===== src/sv/isud_pkg.sv =====
// isud_pkg: types, codes and constants for the interval set block.
// No dependencies; used by the interfaces, isud_cmp and the top module.
package isud_pkg;

  localparam int MAX_INTERVALS_DEF = 16;
  localparam int DW = 64;

  // Item commands
  typedef enum logic [1:0] {
    CMD_UNION = 2'd0,
    CMD_CUT   = 2'd1,
    CMD_CLEAR = 2'd2,
    CMD_NOP   = 2'd3
  } cmd_t;

  // Sequencer states
  typedef enum logic [3:0] {
    ST_IDLE, ST_ORD, ST_RD, ST_EV, ST_EX, ST_FIN, ST_LRD, ST_LLD, ST_OUT
  } state_t;

  // Walk mode: still searching, holding a joined interval, or copying the rest
  typedef enum logic [1:0] {
    MD_SCAN, MD_JOIN, MD_COPY
  } mode_t;

  typedef struct packed {
    logic [1:0]           command;
    logic signed [DW-1:0] bound_a;
    logic signed [DW-1:0] bound_b;
  } in_word_t;

  typedef struct packed {
    logic signed [DW-1:0] range_start;
    logic signed [DW-1:0] range_end;
    logic                 entry_valid;
    logic                 last_entry;
    logic                 overflow;
  } out_word_t;

  // Compare flags of one entry against the bounds
  typedef struct packed {
    logic s_lt_lo, s_eq_lo, s_lt_hi, s_eq_hi;
    logic e_lt_lo, e_eq_lo, e_lt_hi, e_eq_hi;
  } cmp_t;

endpackage


===== src/sv/isud_cmp.sv =====
// isud_cmp: shared signed compare unit, entry bounds against the range.
// Depends on isud_pkg.
module isud_cmp (
  input  logic signed [isud_pkg::DW-1:0] s,
  input  logic signed [isud_pkg::DW-1:0] e,
  input  logic signed [isud_pkg::DW-1:0] lo,
  input  logic signed [isud_pkg::DW-1:0] hi,
  output isud_pkg::cmp_t                 flags
);
  always_comb begin
    flags.s_lt_lo = s < lo;
    flags.s_eq_lo = s == lo;
    flags.s_lt_hi = s < hi;
    flags.s_eq_hi = s == hi;
    flags.e_lt_lo = e < lo;
    flags.e_eq_lo = e == lo;
    flags.e_lt_hi = e < hi;
    flags.e_eq_hi = e == hi;
  end
endmodule


===== config.mk =====
export PLATFORM = sky130hd
export DESIGN_NAME = isud_cmp
export DESIGN_NICKNAME = d
export VERILOG_FILES = /design/src/sv/isud_pkg.sv /design/src/sv/isud_cmp.sv
export SDC_FILE = /design/constraint.sdc
export NUM_CORES = 1
export LEC_CHECK = 0
export BUFFER_PORTS_ARGS = -buffer_cell sky130_fd_sc_hd__buf_2
export CORE_ASPECT_RATIO = 1.5
export CORE_MARGIN = 4
export CORE_UTILIZATION = 25
export DETAILED_ROUTE_END_ITERATION = 7
export PLACE_DENSITY_LB_ADDON = 0.1
export SLEW_MARGIN = 25
export SYNTH_ARGS = -nofsm -noshare
export SYNTH_HDL_FRONTEND = slang
export SYNTH_SLANG_ARGS = --single-unit

===== constraint.sdc =====
create_clock -name vclk -period 2.8
set_clock_uncertainty 0.15 [all_clocks]
set_input_delay 0.28 -clock vclk [all_inputs]
set_output_delay 0.28 -clock vclk [all_outputs]
set_load 0.05 [all_outputs]

==> summary.txt <==
status: complete, but fails checks
failing checks: negative setup slack
Initial Util: 0.253
CP Max Fanout: 3
fraction of power consumed by combinational cells: 1.000
met1 Usage GRT: 0.186
area grow syn2layout: 62.7%
Worst IR Drop VDD: 0.0592 mV
DR vias/cell: 4.70
DRC viols: 0
final setup margin: -0.0309 ns
endpoints failing hold: 0
crit end category: output pin
num sequential: 0
Setup crit start kind: primary input
Max Freq: 353 MHz
synthesized area: 5980 sq um
Port Buffers: 264
met3 Use GR: 0.0183
Rows: 69
global-route wire length before repair: 37.5 mm
worst endpoint data arrival time: 2.40 ns
gr usage total: 0.176
most common cell after layout, fill and taps aside: buf_2
hold_buf cts: 0
syn_nets: 1,304
synthesized netlist cell count: 792
Psw: 731 uW
Pwr Density: 150 nW/um^2
grt met2 use: 0.373
fin crit period: 2.83 ns
clock buffers: 0
Die W: 134 microns
Synth top area share: 0.536
Vias: 7,127
critical path class: primary input to output pin
Synth area leader: ha_1
1st-pass router iterations: 4
max cap viols: 0
RSZ-0062 raised after global routing: yes
total gr overflow: 0
routed len/inst: 16.1 microns
Pint: 724 uW
gp weighted congestion: 0.848
CP required: 2.37 ns
vias in the first global route: 7,653
detailed placement HPWL: 22.9 mm
Lkg Pwr: 0.00529 uW
placed cell areas: 8750 sq um
worst min-delay path category: primary input to output pin
fill count: 2,597
Worst-Margin Slew: 0.431 ns
ranking of synthesized cells by area: ha_1, a21oi_1, inv_1, nand2_1, nand4_1
Post-layout nets: 1,709
Hold WS: 0.964 ns
register area: 0 sq um
Slew headroom: 0.712
mean area per synthesized cell: 7.55 sq um
post-synthesis sequential area ratio: 0
sw frac: 0.503
Post-Route WL: 24.5 mm
GRT busiest layer: met2
Boundary Pins: 264
Setup Viol. Count Final: 2
Flop pwr share: 0
most frequent cells in the layout: buf_2, ha_1, buf_4, inv_1, a21oi_1
fin area: 9720 sq um
Yosys warning count: 0
Final Max Slew Viols: 0
DRT iter0 DRCs: 122
core area: 23,700 sq um
Die H: 197 microns
total die area: 26,500 sq um
crit share post-route: 1.01
largest net degree at the start of global routing: 5
Cell variety after synth: 46
initial antenna violation count: 3
share of post-route cells with drive strength above 1: 0.430
clock power share: 0
Final ANT Viol Nets: 0
[final timing paths]
check  startpoint        to  slack [ns]  cells past startpoint
min         e[63]  flags[1]        0.96                      5
max        lo[27]  flags[3]       -0.03                     13
[area by class of cell]
cell class                 count  area [sq um]  area share
multi-input combinational    659          6210       0.639
timing repair buffer         403          2590       0.266
inverter                     133           522      0.0537
antenna                        1          2.50    0.000257
tap                          319           399      0.0411
[critical path, cell delays in order]
cell      delay (ns)
buf_2           0.09
inv_2           0.05
buf_4           0.12
ha_1            0.30
nand4_1         0.15
nor4_1          0.38
buf_4           0.20
nand2_1         0.05
o211ai_1        0.12
a22oi_1         0.11
nand3_1         0.12
mux2i_2         0.27
buf_12          0.17
[power by group through the flow]
stage	clock [uW]	sequential [uW]	combinational [uW]
floorplan	0	0	670
global placement	0	0	1310
detailed placement	0	0	1310
CTS	0	0	1390
global route	0.0000478	0	1660
finish	0.0000480	0	1460
[Yosys cell counts (all sizes together) (2+ instances only)]
library cell	count
nor2b	5
o211ai	8
nand3	27
nand2b	2
a221o	2
or4	4
nor2	22
nor4	9
ha	256
o21a	2
nand4	38
and2	2
mux2i	2
a2111oi	2
o21ai	31
inv	132
nand2	74
a21o	14
a221oi	8
a211oi	12
and4	11
a21oi	101
o21bai	3
nor3	9
[per-stage QoR]
step / util / power, uW / setup WS, ns / instances / setup TNS (ns)
6_report: 0.411 / 1460 / -0.0309 / 1515 / -0.0530
5_1_grt: 0.411 / 1660 / -0.201 / 1515 / -0.719
4_1_cts: 0.391 / 1390 / -0.157 / 1509 / -0.477
3_5_place_dp: 0.370 / 1310 / -0.495 / 1503 / -2.09
3_3_place_gp: 0.370 / 1310 / -0.472 / 1503 / -1.96
2_1_floorplan: - / 670 / -0.0471 / 792 / -0.0471
[what timing repair did]
action                                  CTS  global route
gates resized for setup                  67            93
pin swaps                                36            48
setup buffers                             8             7
endpoints found under the setup margin    7             8
[logic make-up (layout without fill, tap and decap cells)]
logic type | after synthesis | in the layout | share of synthesized area
compound gates | 194 | 194 | 0.195
xor+xnor | 2 | 2 | 0.00293
fa+ha+maj | 256 | 256 | 0.536
buf+inv | 133 | 536 | 0.0835
mux | 2 | 2 | 0.00335
other cells | 0 | 1 | 0
simple gates | 205 | 205 | 0.179
[metal layers]
| layer | routed length, microns | part of all wire |
|---|---|---|
| met1 | 8960 | 0.37 |
| met3 | 1170 | 0.048 |
| met5 | 27 | 0.0011 |
| met4 | 395 | 0.016 |
| met2 | 13900 | 0.57 |
(Power assumes the default switching activity.)
